## src/rtl/ssr_pkg.sv

```systemverilog
// Shared types, constants and helpers for the substring replace stream block.
// Used by the window and emit cells, the output stage and the top level.
`default_nettype none

package ssr_pkg;

	// Default sizes of the match window and the replacement text, in bytes.
	localparam int MAX_PATTERN_DEF     = 8;
	localparam int MAX_REPLACEMENT_DEF = 8;

	// Width of lengths and fill counts as they travel between modules.
	localparam int CNT_W = 4;

	// Configuration port geometry.
	localparam int CFG_IDX_W  = 3;
	localparam int CFG_DATA_W = 64;

	localparam logic [15:0] CAPACITY_RESET = 16'd512;

	// Register indexes of the configuration port.
	typedef enum logic [CFG_IDX_W-1:0] {
		REG_PATTERN_BYTES      = 3'd0,
		REG_PATTERN_LENGTH     = 3'd1,
		REG_REPLACEMENT_BYTES  = 3'd2,
		REG_REPLACEMENT_LENGTH = 3'd3,
		REG_OUTPUT_CAPACITY    = 3'd4
	} cfg_reg_t;

	// Payload of one input item.
	typedef struct packed {
		logic [7:0] in_byte;
		logic       end_of_string;
	} in_item_t;

	// Payload of one result item.
	typedef struct packed {
		logic [7:0] out_byte;
		logic       last_out;
		logic       overflow;
		logic       none_found;
	} out_item_t;

	// Payload of one configuration write.
	typedef struct packed {
		logic [CFG_IDX_W-1:0]  reg_index;
		logic [CFG_DATA_W-1:0] wdata;
	} cfg_item_t;

	// What a window cell does at the next clock edge.
	typedef enum logic [1:0] {
		WIN_HOLD  = 2'd0,
		WIN_LOAD  = 2'd1,
		WIN_SHIFT = 2'd2,
		WIN_CLEAR = 2'd3
	} win_mode_t;

	// Control shared by every window cell.
	typedef struct packed {
		win_mode_t        mode;
		logic [CNT_W-1:0] fill_cut;
		logic [CNT_W-1:0] plen;
		logic [7:0]       in_byte;
	} win_ctrl_t;

	// What an emit cell does at the next clock edge.
	typedef enum logic [1:0] {
		EMIT_HOLD  = 2'd0,
		EMIT_LOAD  = 2'd1,
		EMIT_SHIFT = 2'd2
	} emit_mode_t;

	// Head of the emit queue as seen by the output stage.
	typedef struct packed {
		logic       avail;
		logic [7:0] head_byte;
		logic       last;
		logic       none_found;
	} emit_head_t;

	// A length of zero acts as one, a length above the maximum acts as the maximum.
	function automatic logic [CNT_W-1:0] clamp_len(input logic [CNT_W-1:0] len,
			input logic [CNT_W-1:0] max_len);
		logic [CNT_W-1:0] r;
		r = len;
		if (len == '0) begin
			r = CNT_W'(1);
		end else if (len > max_len) begin
			r = max_len;
		end
		return r;
	endfunction

endpackage

`default_nettype wire

```

## src/rtl/ssr_emit_cell.sv

```systemverilog
// One byte of the emit queue that holds the pending results of an item.
// Depends on ssr_pkg; chained by the top level, each cell takes its upper neighbor's byte on a shift.
`default_nettype none

module ssr_emit_cell (
	input  wire logic               clk,
	input  wire ssr_pkg::emit_mode_t mode,
	input  wire logic [7:0]         load_byte,
	input  wire logic [7:0]         next_byte,
	output logic [7:0]              held
);
	import ssr_pkg::*;

	logic [7:0] byte_q;

	// Load a fresh result byte, or move one place toward the head.
	always_ff @(posedge clk) begin
		case (mode)
			EMIT_LOAD:  byte_q <= load_byte;
			EMIT_SHIFT: byte_q <= next_byte;
			default:    byte_q <= byte_q;
		endcase
	end

	assign held = byte_q;

endmodule

`default_nettype wire

```

## config.mk

```make
export PLATFORM = sky130hd
export DESIGN_NAME = ssr_emit_cell
export DESIGN_NICKNAME = d
export VERILOG_FILES = /design/src/rtl/ssr_pkg.sv /design/src/rtl/ssr_emit_cell.sv
export SDC_FILE = /design/constraint.sdc
export NUM_CORES = 1
export LEC_CHECK = 0
export ABC_AREA = 1
export BUFFER_PORTS_ARGS = -buffer_cell sky130_fd_sc_hd__buf_2
export CAP_MARGIN = 25
export CORE_AREA = 2 2 39 41
export CTS_CLUSTER_SIZE = 16
export DETAILED_ROUTE_END_ITERATION = 12
export DIE_AREA = 0 0 41 43
export PLACE_DENSITY = 0.61
export SYNTH_ARGS = -nofsm -noshare
export SYNTH_HDL_FRONTEND = slang
export SYNTH_SLANG_ARGS = --single-unit
```

## constraint.sdc

```tcl
create_clock -name clk -period 1.1 [get_ports clk]
set_clock_uncertainty 0.1 [all_clocks]
set_input_delay 0.165 -clock clk [delete_from_list [all_inputs] [get_ports clk]]
set_output_delay 0.165 -clock clk [all_outputs]
set_load 0.1 [all_outputs]
```

==> flow_metrics.py <==
metrics = {
    "status": {
        "outcome": "finished, violations left",
        "violations": "setup timing",
    },
    "power": {
        "swShare_pct": 40.5,
        "peakVddDrop_uv": 569,
        "pwr-share-clk_pct": 16.9,
        "power.leakage_nw": 0.333,
        "power_density_nw_per_um2": 1830,
        "p_total_mw": 1.20,
        "combinationalPowerShare_pct": 47.5,
        "p_switching_uw": 486,
        "p_seq_share_pct": 35.6,
        "p_int_uw": 713,
    },
    "synth": {
        "synthesis.area_um2": 365,
        "ys_ff_latch": 8,
        "synthDistinctLibCells": 6,
        "postSynthAreaPerCell_um2": 9.87,
        "syn-num-nets": 57,
        "syn_inst": 37,
        "synth_seq_area_share_pct": 65.8,
        "ys.warnings.count": 0,
    },
    "cells_and_area": {
        "syn2layout_area_growth_pct": 79.1,
        "final_cell_mix": "nand2_1, buf_2, edfxtp_1, buf_12, clkbuf_4",
        "drive_gt1_share_pct": 47.0,
        "final_nets": 88,
        "largest_register_ffs": 8,
        "final_util_pct": 47.3,
        "diodes": 0,
        "final_common_cell": "nand2_1",
    },
    "global_routing": {
        "grt_util_met2_pct": 18.1,
        "met1_usage_pct": 10.1,
        "grt_pass1_vias": 328,
        "grt_usage_pct": 11.1,
        "grt.met3_usage_pct": 3.14,
        "grt-ovfl-total": 0,
        "grt_start_max_net_pins": 9,
        "antenna_found_initial": 0,
        "grt_pass1_wl_mm": 1.24,
        "top_usage_layer": "met2",
    },
    "drt": {
        "via_per_inst": 4.01,
        "routed_wl_um": 756,
        "ant_nets": 0,
        "drc": 0,
        "routedWlPerCell_um": 9.22,
        "vias": 329,
        "drtPass1Iterations": 2,
        "drtIter0Drc": 6,
    },
    "die": {
        "die_w_um": 41,
        "boundaryPins": 27,
        "die_area_um2": 1760,
        "coreArea_um2": 1380,
        "die_h_um": 43,
        "start_util_pct": 26.4,
        "rows": 14,
    },
    "hold_path": {
        "whs_endpoint": "held[7]$_DFFE_PP_",
        "min_path_type": "in -> reg",
        "holdCritStartpoint": "load_byte[7]",
        "hold_path_depth": 3,
    },
    "timing": {
        "fin_crit_sh_pct": 100,
        "rsz0062_at_grt": "yes",
        "period_needed_ns": 1.10,
        "setup_viol": 3,
        "fin_tns_setup_ns": -0.00974,
        "slew_headroom_pct": 80.2,
        "fin_ws_ns": -0.00454,
        "fmax_mhz": 905,
        "timing.final.hold_violations": 0,
        "slew_violations": 0,
        "max_slew.worst_pin.slew_ns": 0.296,
    },
    "clocking": {
        "post_cts_buffers": 0,
        "clk_path_buf_depth": 2,
        "cts_hold_buf": 0,
        "htree_levels": 1,
        "numCtsBuffers": 3,
        "clkSinkCount": 8,
        "clkTransAtPathRegs_ns": 0.05,
        "cts-root-buf": "clkbuf_4",
        "cts_tree": "done",
        "cts_resized": 0,
    },
    "critical_path": {
        "cp.buffers_inverters": 1,
        "worstPathRequired_ns": 0.83,
        "cp_slowest_stage_delay_ns": 0.41,
        "crit_type": "reg -> out",
        "crit_family": "flip-flops",
        "start_kind": "register",
        "worstPathArrival_ns": 0.84,
        "crit_path_top_delay_cell": "edfxtp_1",
        "crit_path_cell_trace": "buf_12",
        "worstPathMaxFanout": 1,
        "crit_path_end_kind": "primary output",
    },
    "placement": {
        "hpwl_um": 638,
        "portBuffers": 26,
        "gp_congestion": 0.574,
        "dp_slack_ns": -0.115,
    },
    "run": {
        "drv_cap": 0,
    },
}
area by class of cell:
| class | instances | area, µm² |
|---|---|---|
| multi-input combinational | 25 | 103 |
| fill | 123 | 729 |
| inverter | 3 | 11.3 |
| timing repair buffer | 27 | 258 |
| clock buffer | 3 | 22.5 |
| sequential | 8 | 240 |
| tap | 16 | 20.0 |
cells in the mapped netlist (all sizes together):
| master | number | area, µm² |
|---|---|---|
| edfxtp | 8 | 240 |
| ha | 1 | 12.5 |
| inv | 3 | 11.3 |
| buf | 1 | 11.3 |
| nand2 | 24 | 90.1 |
how the worst max path moves through the flow:
stage | from | to | slack [ns] | cells past startpoint
after floorplan | held[0]$_DFFE_PP_ | held[0] | -0.07 | 0
after global placement | mode[0] | held[0]$_DFFE_PP_ | -0.12 | 4
after detailed placement | mode[0] | held[7]$_DFFE_PP_ | -0.11 | 4
after CTS | held[5]$_DFFE_PP_ | held[5] | -0.02 | 1
after global routing | held[5]$_DFFE_PP_ | held[5] | -0.04 | 1
final | held[4]$_DFFE_PP_ | held[4] | -0.005 | 1
power by group through the flow:
stage | Combinational (mW) | Clock (mW) | Sequential [mW]
final | 0.570 | 0.203 | 0.427
after global routing | 0.593 | 0.233 | 0.429
after CTS | 0.573 | 0.213 | 0.428
after detailed placement | 0.572 | 0 | 0.434
after global placement | 0.570 | 0 | 0.433
after floorplan | 0.0419 | 0 | 0.727
routing by layer:
metal / share of wire (%) / wire (µm)
met3: 8.6 / 65
met2: 54 / 407
met5: 0 / 0
met4: 2.5 / 19
met1: 35 / 263
cells by family (layout without fill, tap and decap cells):
family	after synthesis	after routing	synth area share, %
flip-flops	8	8	65.8
AND/OR/NAND/NOR	24	24	24.7
adder cells (fa/ha/maj)	1	1	3.42
buffers and inverters	4	33	6.16
per-stage QoR:
step	area, µm²	hold slack [ns]	cells
2_1_floorplan	365	0.244	37
3_3_place_gp	632	0.336	79
3_5_place_dp	632	0.337	79
4_1_cts	654	0.0822	82
5_1_grt	654	0.0853	82
6_report	654	0.0881	82
(Power assumes the default switching activity.)
