### src/rtl/ssr_pkg.sv
// Shared types, constants and helpers for the substring replace stream block.
// Used by the window and emit cells, the output stage and the top level.
`default_nettype none

package ssr_pkg;

	// Default sizes of the match window and the replacement text, in bytes.
	localparam int MAX_PATTERN_DEF     = 8;
	localparam int MAX_REPLACEMENT_DEF = 8;

	// Width of lengths and fill counts as they travel between modules.
	localparam int CNT_W = 4;

	// Configuration port geometry.
	localparam int CFG_IDX_W  = 3;
	localparam int CFG_DATA_W = 64;

	localparam logic [15:0] CAPACITY_RESET = 16'd512;

	// Register indexes of the configuration port.
	typedef enum logic [CFG_IDX_W-1:0] {
		REG_PATTERN_BYTES      = 3'd0,
		REG_PATTERN_LENGTH     = 3'd1,
		REG_REPLACEMENT_BYTES  = 3'd2,
		REG_REPLACEMENT_LENGTH = 3'd3,
		REG_OUTPUT_CAPACITY    = 3'd4
	} cfg_reg_t;

	// Payload of one input item.
	typedef struct packed {
		logic [7:0] in_byte;
		logic       end_of_string;
	} in_item_t;

	// Payload of one result item.
	typedef struct packed {
		logic [7:0] out_byte;
		logic       last_out;
		logic       overflow;
		logic       none_found;
	} out_item_t;

	// Payload of one configuration write.
	typedef struct packed {
		logic [CFG_IDX_W-1:0]  reg_index;
		logic [CFG_DATA_W-1:0] wdata;
	} cfg_item_t;

	// What a window cell does at the next clock edge.
	typedef enum logic [1:0] {
		WIN_HOLD  = 2'd0,
		WIN_LOAD  = 2'd1,
		WIN_SHIFT = 2'd2,
		WIN_CLEAR = 2'd3
	} win_mode_t;

	// Control shared by every window cell.
	typedef struct packed {
		win_mode_t        mode;
		logic [CNT_W-1:0] fill_cut;
		logic [CNT_W-1:0] plen;
		logic [7:0]       in_byte;
	} win_ctrl_t;

	// What an emit cell does at the next clock edge.
	typedef enum logic [1:0] {
		EMIT_HOLD  = 2'd0,
		EMIT_LOAD  = 2'd1,
		EMIT_SHIFT = 2'd2
	} emit_mode_t;

	// Head of the emit queue as seen by the output stage.
	typedef struct packed {
		logic       avail;
		logic [7:0] head_byte;
		logic       last;
		logic       none_found;
	} emit_head_t;

	// A length of zero acts as one, a length above the maximum acts as the maximum.
	function automatic logic [CNT_W-1:0] clamp_len(input logic [CNT_W-1:0] len,
			input logic [CNT_W-1:0] max_len);
		logic [CNT_W-1:0] r;
		r = len;
		if (len == '0) begin
			r = CNT_W'(1);
		end else if (len > max_len) begin
			r = max_len;
		end
		return r;
	endfunction

endpackage

`default_nettype wire

### src/rtl/ssr_win_cell.sv
// One byte of the match window, with its compare against the pattern byte.
// Depends on ssr_pkg; chained by the top level, each cell takes its upper neighbor's byte on a shift.
`default_nettype none

module ssr_win_cell #(
	parameter int POS = 0
) (
	input  wire logic              clk,
	input  wire logic              arst_n,
	input  wire ssr_pkg::win_ctrl_t ctrl,
	input  wire logic [7:0]        pat_byte,
	input  wire logic [7:0]        next_cand,
	output logic [7:0]             cand,
	output logic                   eq
);
	import ssr_pkg::*;

	localparam logic [CNT_W-1:0] POS_C = CNT_W'(POS);

	logic [7:0] byte_q;

	// Window content after the new byte is placed: older bytes stay, the new one
	// lands at the cut fill position, and cells above it read as empty.
	always_comb begin
		if (POS_C < ctrl.fill_cut) begin
			cand = byte_q;
		end else if (POS_C == ctrl.fill_cut) begin
			cand = ctrl.in_byte;
		end else begin
			cand = 8'd0;
		end
	end

	// Cells beyond the pattern length always agree.
	assign eq = (POS_C >= ctrl.plen) || (cand == pat_byte);

	// Next content of the cell.
	always_ff @(posedge clk or negedge arst_n) begin
		if (!arst_n) begin
			byte_q <= 8'd0;
		end else begin
			case (ctrl.mode)
				WIN_LOAD:  byte_q <= cand;
				WIN_SHIFT: byte_q <= next_cand;
				WIN_CLEAR: byte_q <= 8'd0;
				default:   byte_q <= byte_q;
			endcase
		end
	end

endmodule

`default_nettype wire

### config.mk
export PLATFORM = sky130hd
export DESIGN_NAME = ssr_win_cell
export DESIGN_NICKNAME = d
export VERILOG_FILES = /design/src/rtl/ssr_pkg.sv /design/src/rtl/ssr_win_cell.sv
export SDC_FILE = /design/constraint.sdc
export NUM_CORES = 1
export LEC_CHECK = 0
export BUFFER_PORTS_ARGS = -buffer_cell sky130_fd_sc_hd__buf_2
export CAP_MARGIN = 20
export CORE_UTILIZATION = 41
export CTS_CLUSTER_SIZE = 10
export DETAILED_ROUTE_END_ITERATION = 6
export GPL_TIMING_DRIVEN = 1
export PLACE_DENSITY = 0.78
export SYNTH_ARGS = -nofsm -noshare
export SYNTH_HDL_FRONTEND = slang
export SYNTH_SLANG_ARGS = --single-unit
### constraint.sdc
create_clock -name clk -period 1.64 [get_ports clk]
set_input_delay 0.164 -clock clk [delete_from_list [all_inputs] [get_ports clk]]
set_output_delay 0.164 -clock clk [all_outputs]
set_load 0.05 [all_outputs]
==> results_dict.tcl, run 1 <==
set metrics [dict create \
    wire_per_inst_um 16.1 \
    clk_latency_ps 250 \
    irDropWorstVdd_mv 0.757 \
    initialDrtViolationCount 21 \
    comb_power_share 0.507 \
    synthTopCellsByCount "inv_1, mux2i_1, dfrtp_1" \
    reg2reg_slack_ps 520 \
    whs_endpoint "byte_q[6]" \
    violations "negative setup slack" \
    io_pins 45 \
    synthTopCellsByArea "dfrtp_1, mux2i_1, mux2_2" \
    crit_path_start_kind "register" \
    status "complete, but fails checks" \
    cp-end-kind "output port" \
    die_height_um 42.9 \
    critPathBufInv 1 \
    drt_first_pass_iters 4 \
    numPortBuffers 44 \
    r2r_cells 4 \
    slew_violations 0 \
    setup_violations 1 \
    syn_avg_cell_area_um2 9.38 \
    synthArstFlopShare 1.00 \
    swShare 0.380 \
    cap_viol_max_count 0 \
    crit_path_max_fanout 3 \
    grt_max_degree 10 \
    antennaDiodeCount 0 \
    crit_family "compound AO/OA/AOI/OAI gates" \
    maxSlewHeadroom 0.772 \
    cts_root_buf "clkbuf_4" \
    timing.rr.start "byte_q[3]" \
    antenna_found_initial 0 \
    clk_pin_slew_worst_paths_ps 60 \
    path_cells "a22o_1, or4_4, a22oi_2, a31o_4, buf_8" \
    coreArea_um2 1520 \
    htreeDepth 1 \
    drc 0 \
    num_vias 836 \
    ys_ff_latch 8 \
    critPathRequiredTime_ps 1480 \
    dp.cells 147 \
    p_total_uw 795 \
    die_w_um 42.9 \
    dieArea_um2 1840 \
    place_congestion 0.810 \
    fin_cells 151 \
    antenna_left 0 \
    synth.distinct_cells 27 \
    final-hold-violation-count 0 \
    start_util 0.449 \
    critPathArrivalTime_ps 1860 \
    place_area_um2 1050 \
    area_growth_pct 76.4 \
    netlist_instances 73 \
    p_int_uw 492 \
    clock_sinks 8 \
    synth_edf_count 0 \
    yosysTopAreaCell "dfrtp_1" \
    largest_reg_flops 8 \
    via_per_inst 5.54 \
    hold_path.class "in2reg" \
    track_usage 0.273 \
    tns_ps -382 \
    yosysSeqAreaShare 0.293 \
    overflow 0 \
    finalWirelength_mm 2.43 \
    grt_setup_unrepaired "yes" \
    leakage_nw 0.620 \
    clockBufferDepth 2 \
    layout_min_cycle_time_ps 2020 \
    syn_nets 109 \
    yosysTopAreaCellShare 0.293 \
    syn-cell-area_um2 684 \
    slowest_stage "or4_4" \
    rows 14 \
    grt_pass1_wl_mm 3.71 \
    worst_pin_slew_ps 339 \
    pwr-share-seq 0.292 \
    yosys_warnings 0 \
    numCtsBuffers 3 \
    grt_pass1_vias 870 \
    period_share 1.23 \
    dpl.hpwl_mm 1.71 \
    fin_skew_ps 0 \
    whs_ps 197 \
    largest-register "byte_q" \
    reg.largest.list "byte_q x8" \
    worst_slack_ps -382 \
    fin_area_um2 1210 \
    synth_ff_type "dfrtp_1" \
    r2r_end "byte_q[3]" \
    power_frac_clock 0.201 \
    cts_tree "done" \
    nets 173 \
    drive_gt1_frac 0.578 \
    netSwitchingPower_uw 302 \
    final_util 0.792 \
    hp-start "next_cand[6]" \
    crit_type "reg2out" \
    max_freq_mhz 495 \
    power_density_nw_per_um2 658 \
    worstHoldPathCells 3 \
    cp_slowest_stage_delay_ps 480 \
    pre_cts_ws_ps -278 \
]
[worst min-delay path, cell delays in order]
cell and delay [ps]:
buf_2 80, mux2i_1 50, o21ai_0 130
[area by class of cell]
cell class	count	area (um^2)
Multi-Input combinational cell	51	482
Timing Repair Buffer	62	442
Fill cell	97	317
Sequential cell	8	200
Inverter	11	41.3
Clock buffer	3	22.5
Tap cell	16	20.0
[cell families (layout without fill, tap and decap cells)]
| kind of cell | after synthesis | in the layout | synth area share |
|---|---|---|---|
| buffers and inverters | 14 | 76 | 0.0877 |
| multiplexers | 15 | 15 | 0.227 |
| AO/OA/AOI/OAI | 19 | 19 | 0.203 |
| AND/OR/NAND/NOR | 12 | 12 | 0.126 |
| XOR/XNOR | 5 | 5 | 0.0640 |
| flip-flops | 8 | 8 | 0.293 |
[placed cells by master (no fill, tap or decap), drive strengths merged, types with 2 or more instances in the layout]
cell,netlist,routed
buf,2,61
o21ai,6,6
o22ai,5,5
nand2b,5,5
dfrtp,8,8
mux2i,11,11
inv,11,11
nor4,2,2
clkbuf,1,3
xnor2,4,4
mux2,4,4
[how the worst max path moves through the flow]
stage	start	to	cells after the start
6_report	byte_q[6]	eq	5
5_1_grt	byte_q[7]	eq	6
4_1_cts	byte_q[6]	eq	5
3_5_place_dp	ctrl[13]	eq	7
3_3_place_gp	ctrl[13]	eq	6
2_1_floorplan	ctrl[13]	eq	4
[per-layer routing]
| metal | GRT usage | vias to the layer above | wire length (um) | share of wire |
|---|---|---|---|---|
| met5 | 0 | - | 0 | 0 |
| met4 | 0.150 | 0 | 82 | 0.034 |
| met3 | 0.0340 | 10 | 117 | 0.048 |
| met2 | 0.485 | 40 | 1270 | 0.52 |
| met1 | 0.312 | 391 | 955 | 0.39 |
| li1 | - | 395 | - | - |
[power groups by stage]
stage          registers, mW  clock network (mW)  logic (mW)
6_report               0.232               0.159       0.403
3_3_place_gp           0.231                   0       0.322
4_1_cts                0.231               0.160       0.372
2_1_floorplan          0.230                   0       0.193
5_1_grt                0.234               0.168       0.423
3_5_place_dp           0.233                   0       0.329
[repair_timing]
item | in CTS | in global routing
buffers inserted | 0 | 1
pin swaps | 2 | 4
endpoints found under the hold margin | 8 | 0
hold buffers | 1 | 0
gates resized for setup | 22 | 16
endpoints found under the setup margin | 6 | 7
No activity file was read; power rests on OpenSTA's default activity.
==> run 2, diff against run 1 <==
==> constraint.sdc (replaced) <==
create_clock -name clk -period 1.64 [get_ports clk]
set_input_delay 0.164 -clock clk [delete_from_list [all_inputs] [get_ports clk]]
set_output_delay 0.164 -clock clk [all_outputs]
set_load 0.02 [all_outputs]
==> results_dict.tcl, run 2 (synthesized netlist as in run 1, its figures left out) <==
set metrics [dict create \
    rows 14 \
    critPathCapture "eq" \
    slowest_stage "or4_1" \
    fin_skew_ps 0 \
    clk_pin_slew_worst_paths_ps 50 \
    status "complete, but fails checks" \
    cts_root_buf "clkbuf_4" \
    reg.largest.list "byte_q x8" \
    die_w_um 42.9 \
    finalWirelength_mm 1.90 \
    place_congestion 0.789 \
    p_total_uw 676 \
    final_common_cell "buf_2" \
    clk_latency_ps 240 \
    nets 168 \
    power_frac_clock 0.209 \
    pwr-share-seq 0.341 \
    netSwitchingPower_uw 212 \
    wire_per_inst_um 13.0 \
    largest-register "byte_q" \
    irDropWorstVdd_mv 0.528 \
    final_cell_mix "buf_2, inv_1, buf_6" \
    startpoint "byte_q[6]" \
    initialDrtViolationCount 20 \
    area_growth_pct 64.4 \
    overflow 0 \
    cp_slowest_stage_delay_ps 460 \
    dp.cells 142 \
    drc 0 \
    coreArea_um2 1520 \
    fin_cells 146 \
    start_util 0.449 \
    via_per_inst 5.22 \
    antenna_left 0 \
    hold_path.class "in2reg" \
    slew_violations 0 \
    grt_pass1_wl_mm 3.07 \
    numPortBuffers 44 \
    critPathRequiredTime_ps 1480 \
    reg2reg_slack_ps 560 \
    violations "negative setup slack" \
    power_density_nw_per_um2 601 \
    r2r_cells 4 \
    worst_slack_ps -308 \
    hp-start "next_cand[6]" \
    drt_first_pass_iters 4 \
    period_share 1.19 \
    timing.rr.start "byte_q[5]" \
    maxSlewHeadroom 0.766 \
    crit_path_max_fanout 3 \
    crit_type "reg2out" \
    dpl.hpwl_mm 1.57 \
    final-hold-violation-count 0 \
    grt_pass1_vias 737 \
    path_cells "a22o_1, or4_1, a22oi_1, a31o_1, buf_6" \
    numCtsBuffers 3 \
    io_pins 45 \
    comb_power_share 0.451 \
    num_vias 762 \
    cap_viol_max_count 0 \
    crit_path_start_kind "register" \
    antenna_found_initial 0 \
    clock_sinks 8 \
    drive_gt1_frac 0.523 \
    cts_setup_buffers 0 \
    tns_ps -308 \
    die_height_um 42.9 \
    worst_pin_slew_ps 348 \
    swShare 0.313 \
    leakage_nw 0.586 \
    layout_min_cycle_time_ps 1950 \
    antennaDiodeCount 0 \
    htreeDepth 1 \
    setup_violations 1 \
    largest_reg_flops 8 \
    clockBufferDepth 2 \
    track_usage 0.216 \
    cp-end-kind "output port" \
    cts_tree "done" \
    max_freq_mhz 513 \
    grt_setup_unrepaired "yes" \
    grt_max_degree 10 \
    r2r_end "byte_q[5]" \
    p_int_uw 464 \
    critPathArrivalTime_ps 1780 \
    dieArea_um2 1840 \
]
## run 2: layout make-up
cell class / instances / area (um^2)
repair buffers: 57 / 377
well taps: 16 / 20.0
inverters: 11 / 41.3
clock buffers: 3 / 22.5
flip-flops and latches: 8 / 200
multi-input cells: 51 / 464
fillers: 118 / 399
## run 2: routing by layer
layer	global-route usage	part of all wire	wire length (um)
met1	0.325	0.44	843
met2	0.321	0.47	887
met3	0.0170	0.070	133
met4	0.0750	0.016	31
met5	0	0	0
## run 2: worst min path at each step
stage	end	slack, ps	cells after the start
2_1_floorplan	byte_q[0]	-130	0
3_3_place_gp	byte_q[1]	10	1
3_5_place_dp	byte_q[1]	10	1
4_1_cts	byte_q[6]	210	3
5_1_grt	byte_q[7]	220	3
6_report	byte_q[6]	210	3
## run 2: what timing repair did
item,in CTS,in global routing
gates resized for setup,11,14
hold endpoints to repair,8,0
pin swaps,2,2
endpoints found under the setup margin,5,7
hold buffers,1,0
## run 2: power groups by stage
stage | logic (mW) | registers (mW) | clock network, mW
CTS | 0.279 | 0.230 | 0.145
global placement | 0.257 | 0.232 | 0
global route | 0.329 | 0.233 | 0.161
finish | 0.305 | 0.230 | 0.141
detailed placement | 0.262 | 0.232 | 0
floorplan | 0.138 | 0.230 | 0
## run 2: worst max-delay path, delay by kind of cell, from the launching register on
family          cells  cell delay (ps)
flops               1              400
simple gates        1              460
buf+inv             1              120
compound gates      3              570
## run 2: per-stage QoR
stage | worst slack [ps] | area, um^2 | util | hold slack, ps
5_1_grt | -393 | 1120 | 0.738 | 222
2_1_floorplan | 14.2 | 688 | - | -132
3_5_place_dp | -137 | 1000 | 0.656 | 14.6
4_1_cts | -300 | 1070 | 0.702 | 213
3_3_place_gp | -78.8 | 1000 | 0.656 | 12.3
6_report | -308 | 1120 | 0.738 | 212
==> run 3, diff against run 2 <==
==> config.mk (replaced) <==
export PLATFORM = sky130hd
export DESIGN_NAME = ssr_win_cell
export DESIGN_NICKNAME = d
export VERILOG_FILES = /design/src/rtl/ssr_pkg.sv /design/src/rtl/ssr_win_cell.sv
export SDC_FILE = /design/constraint.sdc
export NUM_CORES = 1
export LEC_CHECK = 0
export CAP_MARGIN = 20
export CORE_AREA = 2 2 39 41
export CTS_CLUSTER_SIZE = 10
export DETAILED_ROUTE_END_ITERATION = 6
export DIE_AREA = 0 0 41 43
export DONT_BUFFER_PORTS = 1
export GPL_TIMING_DRIVEN = 1
export PLACE_DENSITY = 0.66
export SYNTH_ARGS = -nofsm -noshare
export SYNTH_HDL_FRONTEND = slang
export SYNTH_SLANG_ARGS = --single-unit
==> results_dict.tcl, run 3 (synthesized netlist as in run 1, its figures left out) <==
set metrics [dict create \
    final-hold-violation-count 0 \
    multi_input_area_um2 437 \
    layout_min_cycle_time_ps 1930 \
    dieArea_um2 1760 \
    critPathArrivalTime_ps 1770 \
    grt_pass1_vias 662 \
    final_common_cell "buf_4" \
    grt_setup_unrepaired "yes" \
    worst_slack_ps -293 \
    violations "negative setup slack" \
    hp-start "ctrl[16]" \
    nets 125 \
    slowest_stage "or4_4" \
    critPathRequiredTime_ps 1480 \
    numPortBuffers 0 \
    largest-register "byte_q" \
    grt_max_degree 10 \
    cp-end-kind "output port" \
    clk_pin_slew_worst_paths_ps 50 \
    timing.rr.start "byte_q[6]" \
    die_w_um 41 \
    place_congestion 0.780 \
    path_cells "a22o_1, or4_4, a22oi_2, a31o_1" \
    start_util 0.495 \
    r2r_cells 5 \
    numCtsBuffers 3 \
    clk_latency_ps 250 \
    pre_cts_ws_ps -61.0 \
    period_share 1.18 \
    clockBufferDepth 2 \
    num_vias 619 \
    antenna_left 0 \
    io_pins 45 \
    cts_root_buf "clkbuf_4" \
    route.met2.wl_um 865 \
    track_usage 0.226 \
    dpl.hpwl_mm 1.49 \
    rows 14 \
    initialDrtViolationCount 6 \
    worst_pin_slew_ps 378 \
    tns_ps -293 \
    dr.max_layer_used "met3" \
    num-fill-cells 141 \
    wire_per_inst_um 17.3 \
    crit_type "reg2out" \
    whs_endpoint "byte_q[4]" \
    worstHoldPathCells 1 \
    crit_family "compound AO/OA/AOI/OAI gates" \
    status "complete, but fails checks" \
    cts_tree "done" \
    r2r_end "byte_q[6]" \
    cp_slowest_stage_delay_ps 480 \
    crit_path_start_kind "register" \
    fin_skew_ps 0 \
    overflow 0 \
    drt_first_pass_iters 4 \
    wl_met1_um 802 \
    cap_viol_max_count 0 \
    irDropWorstVdd_mv 0.389 \
    htreeDepth 1 \
    max_freq_mhz 517 \
    maxSlewHeadroom 0.747 \
    coreArea_um2 1380 \
    reg.largest.list "byte_q x8" \
    hold_path.class "in2reg" \
    clock_sinks 8 \
    antennaDiodeCount 0 \
    setup_violations 1 \
    critPathBufInv 0 \
    die_height_um 43 \
    largest_reg_flops 8 \
    drc 0 \
    finalWirelength_mm 1.78 \
    slew_violations 0 \
    drive_gt1_frac 0.276 \
    crit_path_max_fanout 3 \
    reg2reg_slack_ps 390 \
    power_density_nw_per_um2 696 \
    wl_met3_um 114 \
    area_growth_pct 21.4 \
    via_per_inst 6.01 \
    regArea_um2 200 \
    grt_pass1_wl_mm 2.69 \
    leakage_nw 0.386 \
    antenna_found_initial 0 \
    whs_ps 19.5 \
    final_cell_mix "buf_4, mux2i_1, inv_1" \
    p_total_uw 579 \
]
==> run 3: cell types whose count changed in the layout (fill, tap and decap cells not counted), sizes merged <==
cell         change
buf             -44
dlygate4sd3      +1
==> run 3: what timing repair did <==
action | CTS | global route
setup endpoints to repair | 1 | 1
buffers inserted | 1 | 0
gates resized for setup | 1 | 1
pin swaps | 2 | 2
hold buffers | 2 | 0
endpoints found under the hold margin | 11 | 0
==> run 3: layer usage <==
metal	GRT usage	vias to the layer above
met3	0.0314	0
met4	0.0800	0
met5	0	-
met2	0.347	28
li1	-	296
met1	0.313	295
==> run 3: worst max-delay path by stage <==
| stage | from | endpoint | cells after the start |
|---|---|---|---|
| global route | byte_q[2] | eq | 4 |
| finish | byte_q[6] | eq | 4 |
| detailed placement | byte_q[6] | eq | 4 |
| global placement | byte_q[6] | eq | 4 |
| CTS | byte_q[6] | eq | 4 |
| floorplan | byte_q[6] | eq | 4 |
==> run 3: through the flow <==
stage                     area (um^2)  cells   util
final                             831    103  0.600
after global routing              831    103  0.600
after CTS                         827    103  0.598
after detailed placement          772     97  0.558
after global placement            772     97  0.558
after floorplan                   688     73      -
==> run 3: final cells by class <==
type | count | share of cell area
clock buffer | 3 | 0.0271
inverter | 11 | 0.0497
multi-input combinational | 51 | 0.526
sequential | 8 | 0.241
tap | 16 | 0.0241
timing repair buffer | 14 | 0.133
==> run 3: worst reg2reg max path: cells and delay by family, from the launching register on <==
family          cells  cell delay, ps
compound gates      1              70
flops               1             390
buf+inv             2             260
simple gates        1              90
mux                 1             320
==> run 3: report_power, final <==
part | total, mW | internal (mW) | switching (mW) | leakage [nW]
Combinational | 0.203 | 0.100 | 0.103 | 0.268
Clock | 0.147 | 0.0835 | 0.0638 | 0.0138
Sequential | 0.228 | 0.216 | 0.0116 | 0.104
Total | 0.579 | 0.400 | 0.178 | 0.386
